==> src/design/lgfr_pkg.sv <==
// lgfr_pkg: shared types, codes and constant tables of the LED gamma fade ramp.
// Used by the interfaces, the config registers, the fade core and the checker.
`timescale 1ns / 1ps

package lgfr_pkg;

    // Configuration port geometry
    localparam int CFG_ADDR_W = 4;
    localparam int CFG_DATA_W = 12;

    // Register indexes
    localparam logic [CFG_ADDR_W-1:0] REG_FADE_STEP = 4'd0;
    localparam logic [CFG_ADDR_W-1:0] REG_FADE_MULT = 4'd1;

    // Command codes
    localparam logic [1:0] OP_TICK = 2'd0;
    localparam logic [1:0] OP_SET  = 2'd1;
    localparam logic [1:0] OP_OFF  = 2'd2;

    // Register reset values
    localparam logic [11:0] FADE_STEP_RST = 12'd64;
    localparam logic [4:0]  FADE_MULT_RST = 5'd2;

    // floor(x / 3) == (x * THIRD_RECIP) >> THIRD_SHIFT for any 8-bit x
    localparam logic [7:0] THIRD_RECIP = 8'd171;
    localparam int         THIRD_SHIFT = 9;

    // floor(n / m) == (n * recip_of(m)) >> RECIP_SHIFT for any 16-bit n
    localparam int RECIP_SHIFT = 21;

    typedef struct packed {
        logic [11:0] fade_step;
        logic [4:0]  mult;      // effective multiplier, never zero
        logic [21:0] recip;     // ceil(2^21 / mult)
        logic [15:0] sat_quot;  // floor(65535 / mult)
    } cfg_t;

    typedef struct packed {
        logic [7:0]  target;
        logic [15:0] accum;     // 8.8, duty in upper byte
        logic [15:0] step;
        logic        down;
        logic [7:0]  speedup;
        logic [7:0]  slowdown;
        logic        active;
    } fade_state_t;

    // Square-law brightness map: p*p*255/10000, 100 and above give full scale
    function automatic logic [7:0] sq_map(input logic [6:0] p);
        logic [7:0] v;
        case (p)
            7'd0, 7'd1, 7'd2, 7'd3, 7'd4, 7'd5, 7'd6: v = 8'd0;
            7'd7, 7'd8:   v = 8'd1;
            7'd9, 7'd10:  v = 8'd2;
            7'd11, 7'd12: v = 8'd3;
            7'd13, 7'd14: v = 8'd4;
            7'd15: v = 8'd5;
            7'd16: v = 8'd6;
            7'd17: v = 8'd7;
            7'd18: v = 8'd8;
            7'd19: v = 8'd9;
            7'd20: v = 8'd10;
            7'd21: v = 8'd11;
            7'd22: v = 8'd12;
            7'd23: v = 8'd13;
            7'd24: v = 8'd14;
            7'd25: v = 8'd15;
            7'd26: v = 8'd17;
            7'd27: v = 8'd18;
            7'd28: v = 8'd19;
            7'd29: v = 8'd21;
            7'd30: v = 8'd22;
            7'd31: v = 8'd24;
            7'd32: v = 8'd26;
            7'd33: v = 8'd27;
            7'd34: v = 8'd29;
            7'd35: v = 8'd31;
            7'd36: v = 8'd33;
            7'd37: v = 8'd34;
            7'd38: v = 8'd36;
            7'd39: v = 8'd38;
            7'd40: v = 8'd40;
            7'd41: v = 8'd42;
            7'd42: v = 8'd44;
            7'd43: v = 8'd47;
            7'd44: v = 8'd49;
            7'd45: v = 8'd51;
            7'd46: v = 8'd53;
            7'd47: v = 8'd56;
            7'd48: v = 8'd58;
            7'd49: v = 8'd61;
            7'd50: v = 8'd63;
            7'd51: v = 8'd66;
            7'd52: v = 8'd68;
            7'd53: v = 8'd71;
            7'd54: v = 8'd74;
            7'd55: v = 8'd77;
            7'd56: v = 8'd79;
            7'd57: v = 8'd82;
            7'd58: v = 8'd85;
            7'd59: v = 8'd88;
            7'd60: v = 8'd91;
            7'd61: v = 8'd94;
            7'd62: v = 8'd98;
            7'd63: v = 8'd101;
            7'd64: v = 8'd104;
            7'd65: v = 8'd107;
            7'd66: v = 8'd111;
            7'd67: v = 8'd114;
            7'd68: v = 8'd117;
            7'd69: v = 8'd121;
            7'd70: v = 8'd124;
            7'd71: v = 8'd128;
            7'd72: v = 8'd132;
            7'd73: v = 8'd135;
            7'd74: v = 8'd139;
            7'd75: v = 8'd143;
            7'd76: v = 8'd147;
            7'd77: v = 8'd151;
            7'd78: v = 8'd155;
            7'd79: v = 8'd159;
            7'd80: v = 8'd163;
            7'd81: v = 8'd167;
            7'd82: v = 8'd171;
            7'd83: v = 8'd175;
            7'd84: v = 8'd179;
            7'd85: v = 8'd184;
            7'd86: v = 8'd188;
            7'd87: v = 8'd193;
            7'd88: v = 8'd197;
            7'd89: v = 8'd201;
            7'd90: v = 8'd206;
            7'd91: v = 8'd211;
            7'd92: v = 8'd215;
            7'd93: v = 8'd220;
            7'd94: v = 8'd225;
            7'd95: v = 8'd230;
            7'd96: v = 8'd235;
            7'd97: v = 8'd239;
            7'd98: v = 8'd244;
            7'd99: v = 8'd249;
            default: v = 8'd255;
        endcase
        return v;
    endfunction

    // ceil(2^21 / m); a zero multiplier acts as one
    function automatic logic [21:0] recip_of(input logic [4:0] m);
        logic [21:0] r;
        case (m)
            5'd2:  r = 22'd1048576;
            5'd3:  r = 22'd699051;
            5'd4:  r = 22'd524288;
            5'd5:  r = 22'd419431;
            5'd6:  r = 22'd349526;
            5'd7:  r = 22'd299594;
            5'd8:  r = 22'd262144;
            5'd9:  r = 22'd233017;
            5'd10: r = 22'd209716;
            5'd11: r = 22'd190651;
            5'd12: r = 22'd174763;
            5'd13: r = 22'd161320;
            5'd14: r = 22'd149797;
            5'd15: r = 22'd139811;
            5'd16: r = 22'd131072;
            5'd17: r = 22'd123362;
            5'd18: r = 22'd116509;
            5'd19: r = 22'd110377;
            5'd20: r = 22'd104858;
            5'd21: r = 22'd99865;
            5'd22: r = 22'd95326;
            5'd23: r = 22'd91181;
            5'd24: r = 22'd87382;
            5'd25: r = 22'd83887;
            5'd26: r = 22'd80660;
            5'd27: r = 22'd77673;
            5'd28: r = 22'd74899;
            5'd29: r = 22'd72316;
            5'd30: r = 22'd69906;
            5'd31: r = 22'd67651;
            default: r = 22'd2097152;
        endcase
        return r;
    endfunction

    // floor(65535 / m); a zero multiplier acts as one
    function automatic logic [15:0] sat_quot_of(input logic [4:0] m);
        logic [15:0] q;
        case (m)
            5'd2:  q = 16'd32767;
            5'd3:  q = 16'd21845;
            5'd4:  q = 16'd16383;
            5'd5:  q = 16'd13107;
            5'd6:  q = 16'd10922;
            5'd7:  q = 16'd9362;
            5'd8:  q = 16'd8191;
            5'd9:  q = 16'd7281;
            5'd10: q = 16'd6553;
            5'd11: q = 16'd5957;
            5'd12: q = 16'd5461;
            5'd13: q = 16'd5041;
            5'd14: q = 16'd4681;
            5'd15: q = 16'd4369;
            5'd16: q = 16'd4095;
            5'd17: q = 16'd3855;
            5'd18: q = 16'd3640;
            5'd19: q = 16'd3449;
            5'd20: q = 16'd3276;
            5'd21: q = 16'd3120;
            5'd22: q = 16'd2978;
            5'd23: q = 16'd2849;
            5'd24: q = 16'd2730;
            5'd25: q = 16'd2621;
            5'd26: q = 16'd2520;
            5'd27: q = 16'd2427;
            5'd28: q = 16'd2340;
            5'd29: q = 16'd2259;
            5'd30: q = 16'd2184;
            5'd31: q = 16'd2114;
            default: q = 16'd65535;
        endcase
        return q;
    endfunction

endpackage

==> src/design/lgfr_ifs.sv <==
// lgfr_ifs: valid/ready channel interfaces for command, result and config words.
// Depends on lgfr_pkg for the config port widths.
`timescale 1ns / 1ps

interface lgfr_cmd_if;
    logic       valid;
    logic       ready;
    logic [1:0] op;
    logic [6:0] percent;

    modport source (output valid, output op, output percent, input ready);
    modport sink   (input valid, input op, input percent, output ready);
endinterface

interface lgfr_res_if;
    logic       valid;
    logic       ready;
    logic [7:0] duty;
    logic       fading;

    modport source (output valid, output duty, output fading, input ready);
    modport sink   (input valid, input duty, input fading, output ready);
endinterface

interface lgfr_cfg_if
    import lgfr_pkg::*;
();
    logic                  valid;
    logic                  ready;
    logic [CFG_ADDR_W-1:0] addr;
    logic [CFG_DATA_W-1:0] data;

    modport source (output valid, output addr, output data, input ready);
    modport sink   (input valid, input addr, input data, output ready);
endinterface

==> src/design/led_gamma_fade_ramp.sv <==
// led_gamma_fade_ramp: backlight fade generator with a square-law brightness map.
// Words pass from the command register through the step logic into the result register.
// Throughput: one command word per cycle while results drain; the step logic between
// the command register and the result register finishes each word in a single pass.
// Reset (rst_n low, asynchronous): duty 0, idle, fade_step 64, fade_multiplier 2.
`timescale 1ns / 1ps

module led_gamma_fade_ramp
    import lgfr_pkg::*;
(
    input  logic        clk,
    input  logic        rst_n,
    lgfr_cfg_if.sink    cfg,
    lgfr_cmd_if.sink    cmd,
    lgfr_res_if.source  res
);

    cfg_t cfg_regs;

    // Configuration registers
    lgfr_cfg_regs u_cfg_regs (
        .clk   (clk),
        .rst_n (rst_n),
        .cfg   (cfg),
        .regs  (cfg_regs)
    );

    // Fade datapath
    lgfr_fade_core u_fade_core (
        .clk   (clk),
        .rst_n (rst_n),
        .cmd   (cmd),
        .res   (res),
        .cfg   (cfg_regs)
    );

endmodule

==> src/design/lgfr_cfg_regs.sv <==
// lgfr_cfg_regs: fade step and multiplier registers behind the config channel.
// Depends on lgfr_pkg (cfg_t, register indexes, reciprocal tables) and lgfr_cfg_if.
`timescale 1ns / 1ps

module lgfr_cfg_regs
    import lgfr_pkg::*;
(
    input  logic        clk,
    input  logic        rst_n,
    lgfr_cfg_if.sink    cfg,
    output cfg_t        regs
);

    cfg_t       cfg_reg;
    logic [4:0] mult_eff;

    // Accept every config word at once
    assign cfg.ready = 1'b1;

    // Map a zero multiplier to one before it is stored
    assign mult_eff = (cfg.data[4:0] == 5'd0) ? 5'd1 : cfg.data[4:0];

    // Hold registers, store derived divide constants on a multiplier write
    always_ff @(posedge clk or negedge rst_n)
    begin
        if (!rst_n)
        begin
            cfg_reg.fade_step <= FADE_STEP_RST;
            cfg_reg.mult      <= FADE_MULT_RST;
            cfg_reg.recip     <= recip_of(FADE_MULT_RST);
            cfg_reg.sat_quot  <= sat_quot_of(FADE_MULT_RST);
        end
        else if (cfg.valid)
        begin
            case (cfg.addr)
                REG_FADE_STEP:
                begin
                    cfg_reg.fade_step <= cfg.data[11:0];
                end
                REG_FADE_MULT:
                begin
                    cfg_reg.mult     <= mult_eff;
                    cfg_reg.recip    <= recip_of(mult_eff);
                    cfg_reg.sat_quot <= sat_quot_of(mult_eff);
                end
                default:
                begin
                    // drop writes to unknown indexes
                end
            endcase
        end
    end

    assign regs = cfg_reg;

endmodule

==> src/design/lgfr_step_calc.sv <==
// lgfr_step_calc: next fade state for one command word (tick, set, off).
// Depends on lgfr_pkg (fade_state_t, cfg_t, command codes, brightness map).
`timescale 1ns / 1ps

module lgfr_step_calc
    import lgfr_pkg::*;
(
    input  fade_state_t cur,
    input  cfg_t        cfg,
    input  logic [1:0]  op,
    input  logic [6:0]  percent,
    output fade_state_t nxt
);

    logic [7:0]  tgt;
    logic [7:0]  duty_now;
    logic [7:0]  span;
    logic [7:0]  lo;
    logic [15:0] third_prod;
    logic [7:0]  third;
    fade_state_t start_st;
    fade_state_t adv_in;
    fade_state_t adv_out;
    logic [16:0] sum_up;
    logic        ovf;
    logic [15:0] acc_raw;
    logic [7:0]  d;
    logic [7:0]  d_clamp;
    logic [7:0]  d_final;
    logic        mul_hit;
    logic        div_hit;
    logic [20:0] prod;
    logic [15:0] prod_sat;
    logic [37:0] qprod;
    logic [15:0] quot;

    // Set up a new fade: target, direction, thirds of the distance
    always_comb
    begin
        tgt      = sq_map(percent);
        duty_now = cur.accum[15:8];
        if (duty_now < tgt)
        begin
            span = tgt - duty_now;
            lo   = duty_now;
        end
        else
        begin
            span = duty_now - tgt;
            lo   = tgt;
        end
        third_prod = 16'(span) * 16'(THIRD_RECIP);
        third      = {1'b0, third_prod[15:THIRD_SHIFT]};

        start_st          = cur;
        start_st.target   = tgt;
        start_st.down     = (duty_now > tgt);
        start_st.step     = {4'd0, cfg.fade_step};
        start_st.speedup  = lo + third;
        start_st.slowdown = lo + third + third;
        start_st.active   = 1'b1;
    end

    // A set command takes its first step in the same pass
    assign adv_in = (op == OP_SET) ? start_st : cur;

    // Scale the step up by the multiplier and back down by it
    assign prod     = 21'(adv_in.step) * 21'(cfg.mult);
    assign prod_sat = (prod[20:16] != 5'd0) ? 16'hFFFF : prod[15:0];
    assign qprod    = 38'(adv_in.step) * 38'(cfg.recip);
    assign quot     = qprod[RECIP_SHIFT+15:RECIP_SHIFT];

    // Advance the accumulator one step and clamp at the target
    always_comb
    begin
        sum_up = {1'b0, adv_in.accum} + {1'b0, adv_in.step};
        adv_out = adv_in;
        if (!adv_in.down)
        begin
            ovf     = sum_up[16];
            acc_raw = sum_up[15:0];
        end
        else
        begin
            ovf     = (adv_in.step > adv_in.accum);
            acc_raw = adv_in.accum - adv_in.step;
        end
        d = acc_raw[15:8];

        if (!adv_in.down)
        begin
            mul_hit = (d > adv_in.speedup);
            div_hit = (d > adv_in.slowdown);
            d_clamp = (d > adv_in.target) ? adv_in.target : d;
            if (mul_hit)
                adv_out.speedup = 8'hFF;
            if (div_hit)
                adv_out.slowdown = 8'hFF;
        end
        else
        begin
            mul_hit = (d < adv_in.slowdown);
            div_hit = (d < adv_in.speedup);
            d_clamp = (d < adv_in.target) ? adv_in.target : d;
            if (mul_hit)
                adv_out.slowdown = 8'h00;
            if (div_hit)
                adv_out.speedup = 8'h00;
        end

        // Crossing both marks at once multiplies, then divides the step back
        case ({mul_hit, div_hit})
            2'b10:   adv_out.step = prod_sat;
            2'b01:   adv_out.step = quot;
            2'b11:   adv_out.step = (prod[20:16] != 5'd0) ? cfg.sat_quot : adv_in.step;
            default: adv_out.step = adv_in.step;
        endcase

        // Snap to the target on a carry or borrow out of the accumulator
        d_final        = ovf ? adv_in.target : d_clamp;
        adv_out.accum  = {d_final, acc_raw[7:0]};
        adv_out.active = !(ovf || (d_final == adv_in.target));
    end

    // Pick the next state by command
    always_comb
    begin
        nxt = cur;
        case (op)
            OP_TICK:
            begin
                if (cur.active)
                    nxt = adv_out;
            end
            OP_SET:
            begin
                if (duty_now == tgt)
                begin
                    nxt.target = tgt;
                    nxt.active = 1'b0;
                end
                else
                begin
                    nxt = adv_out;
                end
            end
            OP_OFF:
            begin
                nxt.target      = 8'd0;
                nxt.accum[15:8] = 8'd0;
                nxt.active      = 1'b0;
            end
            default:
            begin
                nxt = cur;
            end
        endcase
    end

endmodule

==> src/design/lgfr_fade_core.sv <==
// lgfr_fade_core: command register, fade state, step logic and result register.
// Depends on lgfr_pkg, lgfr_cmd_if, lgfr_res_if and lgfr_step_calc.
`timescale 1ns / 1ps

module lgfr_fade_core
    import lgfr_pkg::*;
(
    input  logic        clk,
    input  logic        rst_n,
    lgfr_cmd_if.sink    cmd,
    lgfr_res_if.source  res,
    input  cfg_t        cfg
);

    logic        in_valid_reg;
    logic        in_valid_next;
    logic [1:0]  in_op_reg;
    logic [6:0]  in_pct_reg;
    fade_state_t st_reg;
    fade_state_t st_next;
    fade_state_t calc_state;
    logic        out_valid_reg;
    logic        out_valid_next;
    logic [7:0]  out_duty_reg;
    logic        out_fading_reg;
    logic        fire;
    logic        cmd_take;

    // Process the held word whenever the result register is free or draining
    assign fire     = in_valid_reg && (!out_valid_reg || res.ready);
    assign cmd.ready = !in_valid_reg || fire;
    assign cmd_take = cmd.valid && cmd.ready;

    lgfr_step_calc u_step_calc (
        .cur     (st_reg),
        .cfg     (cfg),
        .op      (in_op_reg),
        .percent (in_pct_reg),
        .nxt     (calc_state)
    );

    // Advance occupancy of both registers and the fade state
    always_comb
    begin
        in_valid_next = in_valid_reg;
        if (cmd_take)
            in_valid_next = 1'b1;
        else if (fire)
            in_valid_next = 1'b0;

        out_valid_next = out_valid_reg;
        if (fire)
            out_valid_next = 1'b1;
        else if (res.ready)
            out_valid_next = 1'b0;

        st_next = fire ? calc_state : st_reg;
    end

    always_ff @(posedge clk or negedge rst_n)
    begin
        if (!rst_n)
        begin
            in_valid_reg  <= 1'b0;
            out_valid_reg <= 1'b0;
            st_reg        <= '0;
        end
        else
        begin
            in_valid_reg  <= in_valid_next;
            out_valid_reg <= out_valid_next;
            st_reg        <= st_next;
        end
    end

    // Capture the command word
    always_ff @(posedge clk)
    begin
        if (cmd_take)
        begin
            in_op_reg  <= cmd.op;
            in_pct_reg <= cmd.percent;
        end
    end

    // Register the result word
    always_ff @(posedge clk)
    begin
        if (fire)
        begin
            out_duty_reg   <= calc_state.accum[15:8];
            out_fading_reg <= calc_state.active;
        end
    end

    assign res.valid  = out_valid_reg;
    assign res.duty   = out_duty_reg;
    assign res.fading = out_fading_reg;

endmodule

==> src/flat_wrapper.sv <==
// flat-port wrapper written by rule: the top's interface ports become plain ports
module led_gamma_fade_ramp_flat import lgfr_pkg::*;
  (clk, rst_n, cfg_valid, cfg_addr, cfg_data, cfg_ready, cmd_valid, cmd_op, cmd_percent, cmd_ready, res_valid, res_duty, res_fading, res_ready);
  lgfr_cfg_if cfg_i ();
  lgfr_cmd_if cmd_i ();
  lgfr_res_if res_i ();
  input  logic clk;
  input  logic rst_n;
  input wire logic [$bits(cfg_i.valid)-1:0] cfg_valid;
  input wire logic [$bits(cfg_i.addr)-1:0] cfg_addr;
  input wire logic [$bits(cfg_i.data)-1:0] cfg_data;
  output wire logic [$bits(cfg_i.ready)-1:0] cfg_ready;
  input wire logic [$bits(cmd_i.valid)-1:0] cmd_valid;
  input wire logic [$bits(cmd_i.op)-1:0] cmd_op;
  input wire logic [$bits(cmd_i.percent)-1:0] cmd_percent;
  output wire logic [$bits(cmd_i.ready)-1:0] cmd_ready;
  output wire logic [$bits(res_i.valid)-1:0] res_valid;
  output wire logic [$bits(res_i.duty)-1:0] res_duty;
  output wire logic [$bits(res_i.fading)-1:0] res_fading;
  input wire logic [$bits(res_i.ready)-1:0] res_ready;
  assign cfg_i.valid = cfg_valid;
  assign cfg_i.addr = cfg_addr;
  assign cfg_i.data = cfg_data;
  assign cfg_ready = cfg_i.ready;
  assign cmd_i.valid = cmd_valid;
  assign cmd_i.op = cmd_op;
  assign cmd_i.percent = cmd_percent;
  assign cmd_ready = cmd_i.ready;
  assign res_valid = res_i.valid;
  assign res_duty = res_i.duty;
  assign res_fading = res_i.fading;
  assign res_i.ready = res_ready;
  led_gamma_fade_ramp u_core (.clk(clk), .rst_n(rst_n), .cfg(cfg_i), .cmd(cmd_i), .res(res_i));
endmodule
==> config.mk <==
export PLATFORM = sky130hd
export DESIGN_NAME = led_gamma_fade_ramp_flat
export DESIGN_NICKNAME = d
export VERILOG_FILES = /design/src/design/lgfr_pkg.sv /design/src/design/lgfr_ifs.sv /design/src/design/led_gamma_fade_ramp.sv /design/src/design/lgfr_cfg_regs.sv /design/src/design/lgfr_step_calc.sv /design/src/design/lgfr_fade_core.sv /design/src/flat_wrapper.sv
export SDC_FILE = /design/constraint.sdc
export NUM_CORES = 2
export LEC_CHECK = 0
export ABC_AREA = 1
export BUFFER_PORTS_ARGS = -buffer_cell sky130_fd_sc_hd__buf_2
export CAP_MARGIN = 25
export CELL_PAD_IN_SITES_DETAIL_PLACEMENT = 0
export CELL_PAD_IN_SITES_GLOBAL_PLACEMENT = 1
export CORE_ASPECT_RATIO = 1.25
export CORE_UTILIZATION = 44
export CTS_CLUSTER_DIAMETER = 40
export CTS_CLUSTER_SIZE = 16
export DETAILED_ROUTE_END_ITERATION = 12
export GPL_ROUTABILITY_DRIVEN = 1
export MAX_ROUTING_LAYER = met4
export PLACE_DENSITY_LB_ADDON = 0.1
export SYNTH_ARGS = -nofsm -noshare
export SYNTH_HDL_FRONTEND = slang
export SYNTH_SLANG_ARGS = --single-unit
export TNS_END_PERCENT = 20
==> constraint.sdc <==
create_clock -name clk -period 9.05 [get_ports clk]
set_clock_uncertainty 0.2 [all_clocks]
set_input_delay 0.905 -clock clk [delete_from_list [all_inputs] [get_ports clk]]
set_output_delay 0.905 -clock clk [all_outputs]
set_load 0.05 [all_outputs]
After elaboration in Yosys (flattened, before gate mapping)
Memories as Yosys holds them, arrays and structs flattened. A register that Yosys moved wholly into a read port is not among the register bits.
Cells that the tools add are included.
{"block": "totals", "in_bits": 30, "romBits": 2240, "output_inout_bits": 12, "n_memories": 3, "reg_bits": 95}
{"block": "classes", "mul": 3, "eq_ne": 10, "order_cmp": 9, "n_addsub": 6, "reduce_logical": 22, "muxes": 32}
{"memory": "(no name shown)", "words": 128, "word_bits": 8, "rd": 1, "rd_ports_with_merged_regs": 1, "write_ports": 0, "line_no": "lgfr_pkg.sv:51", "text": "case (p)"}
{"memory": "(no name shown)", "words": 32, "word_bits": 22, "rd": 1, "rd_ports_with_merged_regs": 1, "write_ports": 0, "line_no": "lgfr_pkg.sv:150", "text": "case (m)"}
{"memory": "(no name shown)", "words": 32, "word_bits": 16, "rd": 1, "rd_ports_with_merged_regs": 1, "write_ports": 0, "line_no": "lgfr_pkg.sv:189", "text": "case (m)"}
{"operator": "$mux 58", "n": 2}
{"operator": "$pmux 16 s3", "n": 2}
{"operator": "$mux 8", "n": 11}
{"operator": "$pmux 41 s2", "n": 1}
{"operator": "$mux 16", "n": 4}
{"operator": "$mux 49", "n": 1}
{"operator": "$mul 16x22->37", "n": 1}
{"operator": "$gt 8x8->1", "n": 4}
{"operator": "$lt 8x8->1", "n": 4}
{"operator": "$mul 16x5->21", "n": 1}
{"operator": "$add 16x16->17", "n": 1}
{"operator": "$add 8x7->8", "n": 2}
{"operator": "$eq 8x8->1", "n": 2}
{"operator": "$gt 16x16->1", "n": 1}
{"operator": "$mul 8x8->16 const B", "n": 1}
{"operator": "$sub 16x16->16", "n": 1}
{"operator": "$sub 8x8->8", "n": 2}
{"operator": "$mux 1", "n": 8}
{"operator": "$mux 7", "n": 1}
{"operator": "$eq 2x2->1 const B", "n": 3}
{"operator": "$reduce_bool 2->1", "n": 3}
{"operator": "$logic_not 1->1", "n": 5}
{"operator": "$logic_not 5->1", "n": 1}
{"operator": "$mux 5", "n": 1}
{"operator": "13 further kinds", "n": 19}

Depth between registers and ports, before layout
{"block": "depth", "ltp_word": 17, "depth_mapped": 57, "mapped_depth_nobuf": 56}

Hierarchy
Synthesis repeated with hierarchy kept, for this count alone.
{"block": "hier_totals", "hier_cells": 4122, "hier_area_um2": 28402.2}
{"mod": "lgfr_step_calc", "cells_per_inst": 3452, "n_inst": 1, "area_per_inst_um2": 22535.4}
{"mod": "lgfr_cfg_regs", "cells_per_inst": 390, "n_inst": 1, "area_per_inst_um2": 2946.6}
{"mod": "lgfr_fade_core", "cells_per_inst": 280, "n_inst": 1, "area_per_inst_um2": 2920.3}

Least setup slack after synthesis
Ideal clock, no wire load.
{"block": "synth_path", "kind": "register -> register", "from": "register u_core.u_fade_core.st_reg[42] (netlist name)", "to": "register u_core.u_fade_core.st_reg[25] (netlist name)", "path_stages_with_launch": 51, "path_buffers": 2, "arrival_ps": 8234, "setup_slack_ps": 500, "period_less_slack_ps": 8550, "cell_sequence": "dfrtp_1 -> inv_1 -> ha_1 -> inv_1 -> fa_1 -> nand3_1 -> nand2_1 -> nand2_1 -> nand2_4 -> clkbuf_1 -> o21ai_0 -> xor2_1 -> ha_1 -> inv_1 -> fa_1 -> fa_1 -> fa_1 -> inv_1 -> [... 15 more ...] -> nand2_1 -> nand3_1 -> nand2_1 -> ha_1 -> nand2_1 -> nor2_1 -> nand2_1 -> o211ai_1 -> nand2_1 -> nor2_4 -> nor2_8 -> nand2_1 -> inv_2 -> buf_2 -> a21oi_1 -> o21ai_1 -> nand2_1 -> nand2_1"}
{"block": "synth_between", "elab_chain_len": 12}
{"element": "from (decl)", "line_no": "lgfr_fade_core.sv:19", "text": "fade_state_t st_reg;"}
{"element": "from (signal assigned)", "line_no": "lgfr_fade_core.sv:72", "text": "st_reg <= st_next;"}
{"element": "$sub 8x8->8 (tied with other cells)", "line_no": "lgfr_step_calc.sv:49", "text": "span = duty_now - tgt;"}
{"element": "$mux 8", "line_no": "lgfr_step_calc.sv:42", "text": "if (duty_now < tgt)"}
{"element": "$mul 8x8->16", "line_no": "lgfr_step_calc.sv:52", "text": "third_prod = 16'(span) * 16'(THIRD_RECIP);"}
{"element": "$add 8x7->8", "line_no": "lgfr_step_calc.sv:59, lgfr_step_calc.sv:60"}
{"element": "$add 8x7->8", "line_no": "lgfr_step_calc.sv:60", "text": "start_st.slowdown = lo + third + third;"}
{"element": "$mux 58", "line_no": "lgfr_step_calc.sv:65", "text": "assign adv_in = (op == OP_SET) ? start_st : cur;"}
{"element": "$gt 8x8->1 / $lt 8x8->1 (equally long branches)", "line_no": "lgfr_step_calc.sv:93, lgfr_step_calc.sv:102"}
{"element": "$mux 1", "line_no": "lgfr_step_calc.sv:90", "text": "if (!adv_in.down)"}
{"element": "$eq 2x2->1 / $eq 2x1->1 (equally long branches)", "line_no": "lgfr_step_calc.sv:112", "text": "case ({mul_hit, div_hit})"}
{"element": "$pmux 16 s3", "line_no": "lgfr_step_calc.sv:112"}
{"element": "$mux 49 / $mux 58 (equally long branches)", "line_no": "lgfr_step_calc.sv:137, lgfr_step_calc.sv:132"}
{"element": "$pmux 41 s2", "line_no": "lgfr_step_calc.sv:129", "text": "case (op)"}
Several ways; a longest one is shown, not always the timed one. The select of a mux whose other input is x is not followed.
A chain may end at the register's enable or synchronous reset.

Worst setup path in the final report
Same ends and word-level chain as after synthesis.

==> impl_metrics.csv <==
group,metric,value,unit
sta,tightest_slew,1110,ps
placement,gp_congestion,0.985,
synthesis,yosysMostFrequentCell,"nand2_1",
cts,ctsHoldBuffers,0,
floorplanning,core_area,60800,um^2
status,status,"complete, no violations",
synthesis,synth_top_area_cell,"fa_1",
detailed_routing,dr_total_vias,25215,
placement,place_area,28400,um^2
floorplanning,initial_core_util,44.6,%
floorplanning,die_h,280,um
sta,post-route-min-period,8560,ps
detailed_routing,vias_per_cell,5.46,
detailed_routing,ant_nets,0,
synthesis,synth.cell_area,27100,um^2
grt,grt_usage,33.8,%
sta,fmax,117,MHz
sta,relSlewSlack,26.1,%
synthesis,yosysSeqAreaShare,13.2,%
detailed_routing,drc_errors,0,
detailed_routing,wl,100000,um
cts,clock_sinks,140,
floorplanning,rows,101,
floorplanning,die_w,224,um
synthesis,ys_top_cells_by_count,"nand2_1, inv_1, fa_1",
cts,cts_tree,"done",
worst_setup_path,critPathLaunchType,"flip-flop",
hold_path,min-delay-start,"u_core.u_fade_core.st_reg[14]$_DFFE_PN0P_",
floorplanning,dieArea,62600,um^2
cells_and_area,syn2layout_area_growth,8.58,%
cts,root_buffer,"clkbuf_16",
cells_and_area,final_design_area_no_fill,29400,um^2
detailed_routing,routedWlPerCell,21.6,um
grt,grt_remaining_overflow,0,
cells_and_area,antenna_cells,0,
worst_setup_path,reg2reg_from,"u_core.u_fade_core.st_reg[42]$_DFFE_PN0P_",
worst_setup_path,slowest_stage,"fa_1",
synthesis,yosysWarnings,0,
grt,grt_max_degree,61,
synthesis,synthTopCellsByArea,"fa_1, nand2_1, ha_1, inv_1, dfrtp_1",
placement,portBuffers,40,
cells_and_area,drive_above_1_share,7.77,%
hold_path,min_path_type,"reg2reg",
run,max-cap-violations,0,
grt,antenna_found_initial,0,
synthesis,syn_inst,3766,
worst_setup_path,cp_num_buf_inv,7,
synthesis,synth.avg_cell_area,7.20,um^2
synthesis,synth_nets,4413,
cts,clk_latency,470,ps
synthesis,yosysUniqueCellTypes,72,
worst_setup_path,crit_path_frequent_cell,"nand2_1",
worst_setup_path,required,9250,ps
worst_setup_path,cp_data_arrival_time,8760,ps
worst_setup_path,max_stage_delay,500,ps
synthesis,synth-main-ff-cell,"dfrtp_1",
sta,setup_violations,0,
cts,numCtsBuffers,17,
grt,grt_pass1_wl,154000,um
floorplanning,ioPinCount,42,
worst_setup_path,cp-end-kind,"flip-flop",
placement,hpwlAfterDp,82100,um
cells_and_area,fin_util,48.4,%
cells_and_area,nFillCells,6263,
synthesis,synth_edf_count,18,
synthesis,synth_top_area_share,24.8,%
sta,finalHoldViolations,0,
sta,maxSlewViolCount,0,
detailed_routing,drt_iter0_drc,1783,
worst_setup_path,cp_top_family,"adder cells",
worst_setup_path,worstSetupPathType,"reg2reg",
cts,path_clk_slew,70,ps
detailed_routing,firstDrtPassIters,6,
grt,grt_pass1_vias,26253,
cells_and_area,nNetsFinal,4430,
cells_and_area,largest_reg_flops,58,
worst_setup_path,startpoint,"u_core.u_fade_core.st_reg[42]$_DFFE_PN0P_",
sta,finalCritPeriodShare,94.5,%
synthesis,synth-seq-cells,140,
cts,cts_buffer_depth,2,
cts,cts_max_level,4,
worst_setup_path,crit_fanout,11,
synthesis,async_flop_share,81.4,%
## kinds of logic (layout without fill, tap and decap cells)
family / count (synthesis) / count (layout) / synth area share [%]
AOI/OAI and AO/OA: 547 / 547 / 11.5
xor gates and xnor gates: 47 / 47 / 1.59
adders and majority gates: 617 / 617 / 37.8
buffers and inverters: 850 / 880 / 12.1
DFF: 140 / 140 / 13.2
muxes: 6 / 6 / 0.245
other: 1 / 1 / 0.0138
and+or+nand+nor: 1558 / 1558 / 23.6
## worst min-delay path, delay by kind of cell, from the launching register on
kind | cells | cell delay [ps]
AND/OR/NAND/NOR | 2 | 100
flip-flops | 1 | 340
## cells in the final DEF (no fill, tap or decap), types with 21 or more instances in the layout
master,Yosys,layout
o21ai_0,188,181
o21ai_1,54,61
nor2_1,334,330
buf_2,24,39
o211ai_1,21,21
dfrtp_1,96,96
nand3_1,158,156
buf_4,7,88
nor3_1,26,26
fa_1,336,334
nand4_1,32,32
ha_1,281,268
inv_1,688,685
a21oi_1,157,148
nand2_1,956,953
xor2_1,29,21
## metal layers
layer	global-route usage (%)	wire length, um	vias to the layer above
met1	36.5	37300	12433
met3	3.23	4320	255
met2	61.5	52600	747
met5	-	0	-
li1	-	-	11780
met4	17.2	5690	0
## repair_timing
item / 4_1_cts / 5_1_grt
setup buffers: 0 / 10
setup endpoints to repair: 0 / 30
gates resized for setup: 0 / 56
## path summary, 6_finish.rpt
kind | cells past startpoint | slack (ps) | end
worst max-delay path | 53 | 490 | u_core.u_fade_core.st_reg[25]$_DFFE_PN0P_
worst min-delay path | 2 | 280 | u_core.u_fade_core.st_reg[14]$_DFFE_PN0P_
worst max register to register | 53 | 490 | u_core.u_fade_core.st_reg[25]$_DFFE_PN0P_
worst min register to register | 2 | 280 | u_core.u_fade_core.st_reg[14]$_DFFE_PN0P_
max in group asynchronous | 2 | 6970 | u_core.u_fade_core.st_reg[21]$_DFFE_PN0P_
min in group asynchronous | 1 | 310 | u_core.u_fade_core.res.valid$_DFFE_PN0P_
## cell type report
| type | instances | area, um^2 | share of cell area, % |
|---|---|---|---|
| sequential | 140 | 3580 | 12.1 |
| tap | 824 | 1030 | 3.50 |
| inverter | 715 | 2690 | 9.14 |
| clock inverter | 14 | 136 | 0.463 |
| clock buffer | 18 | 439 | 1.49 |
| multi-input combinational | 2776 | 20600 | 69.9 |
| timing repair buffer | 133 | 986 | 3.35 |
## metrics by stage
step,hold WS (ps),instances,worst slack [ps],TNS [ps]
after floorplan,241,3766,500,0
after global placement,264,4576,135,0
after detailed placement,266,4576,41.4,0
after CTS,285,4608,31.0,0
after global routing,302,4620,-42.9,-120
final,280,4620,494,0
Power is not shown: default switching activity piles up to over one toggle a cycle in this logic, so the estimate is an artifact.
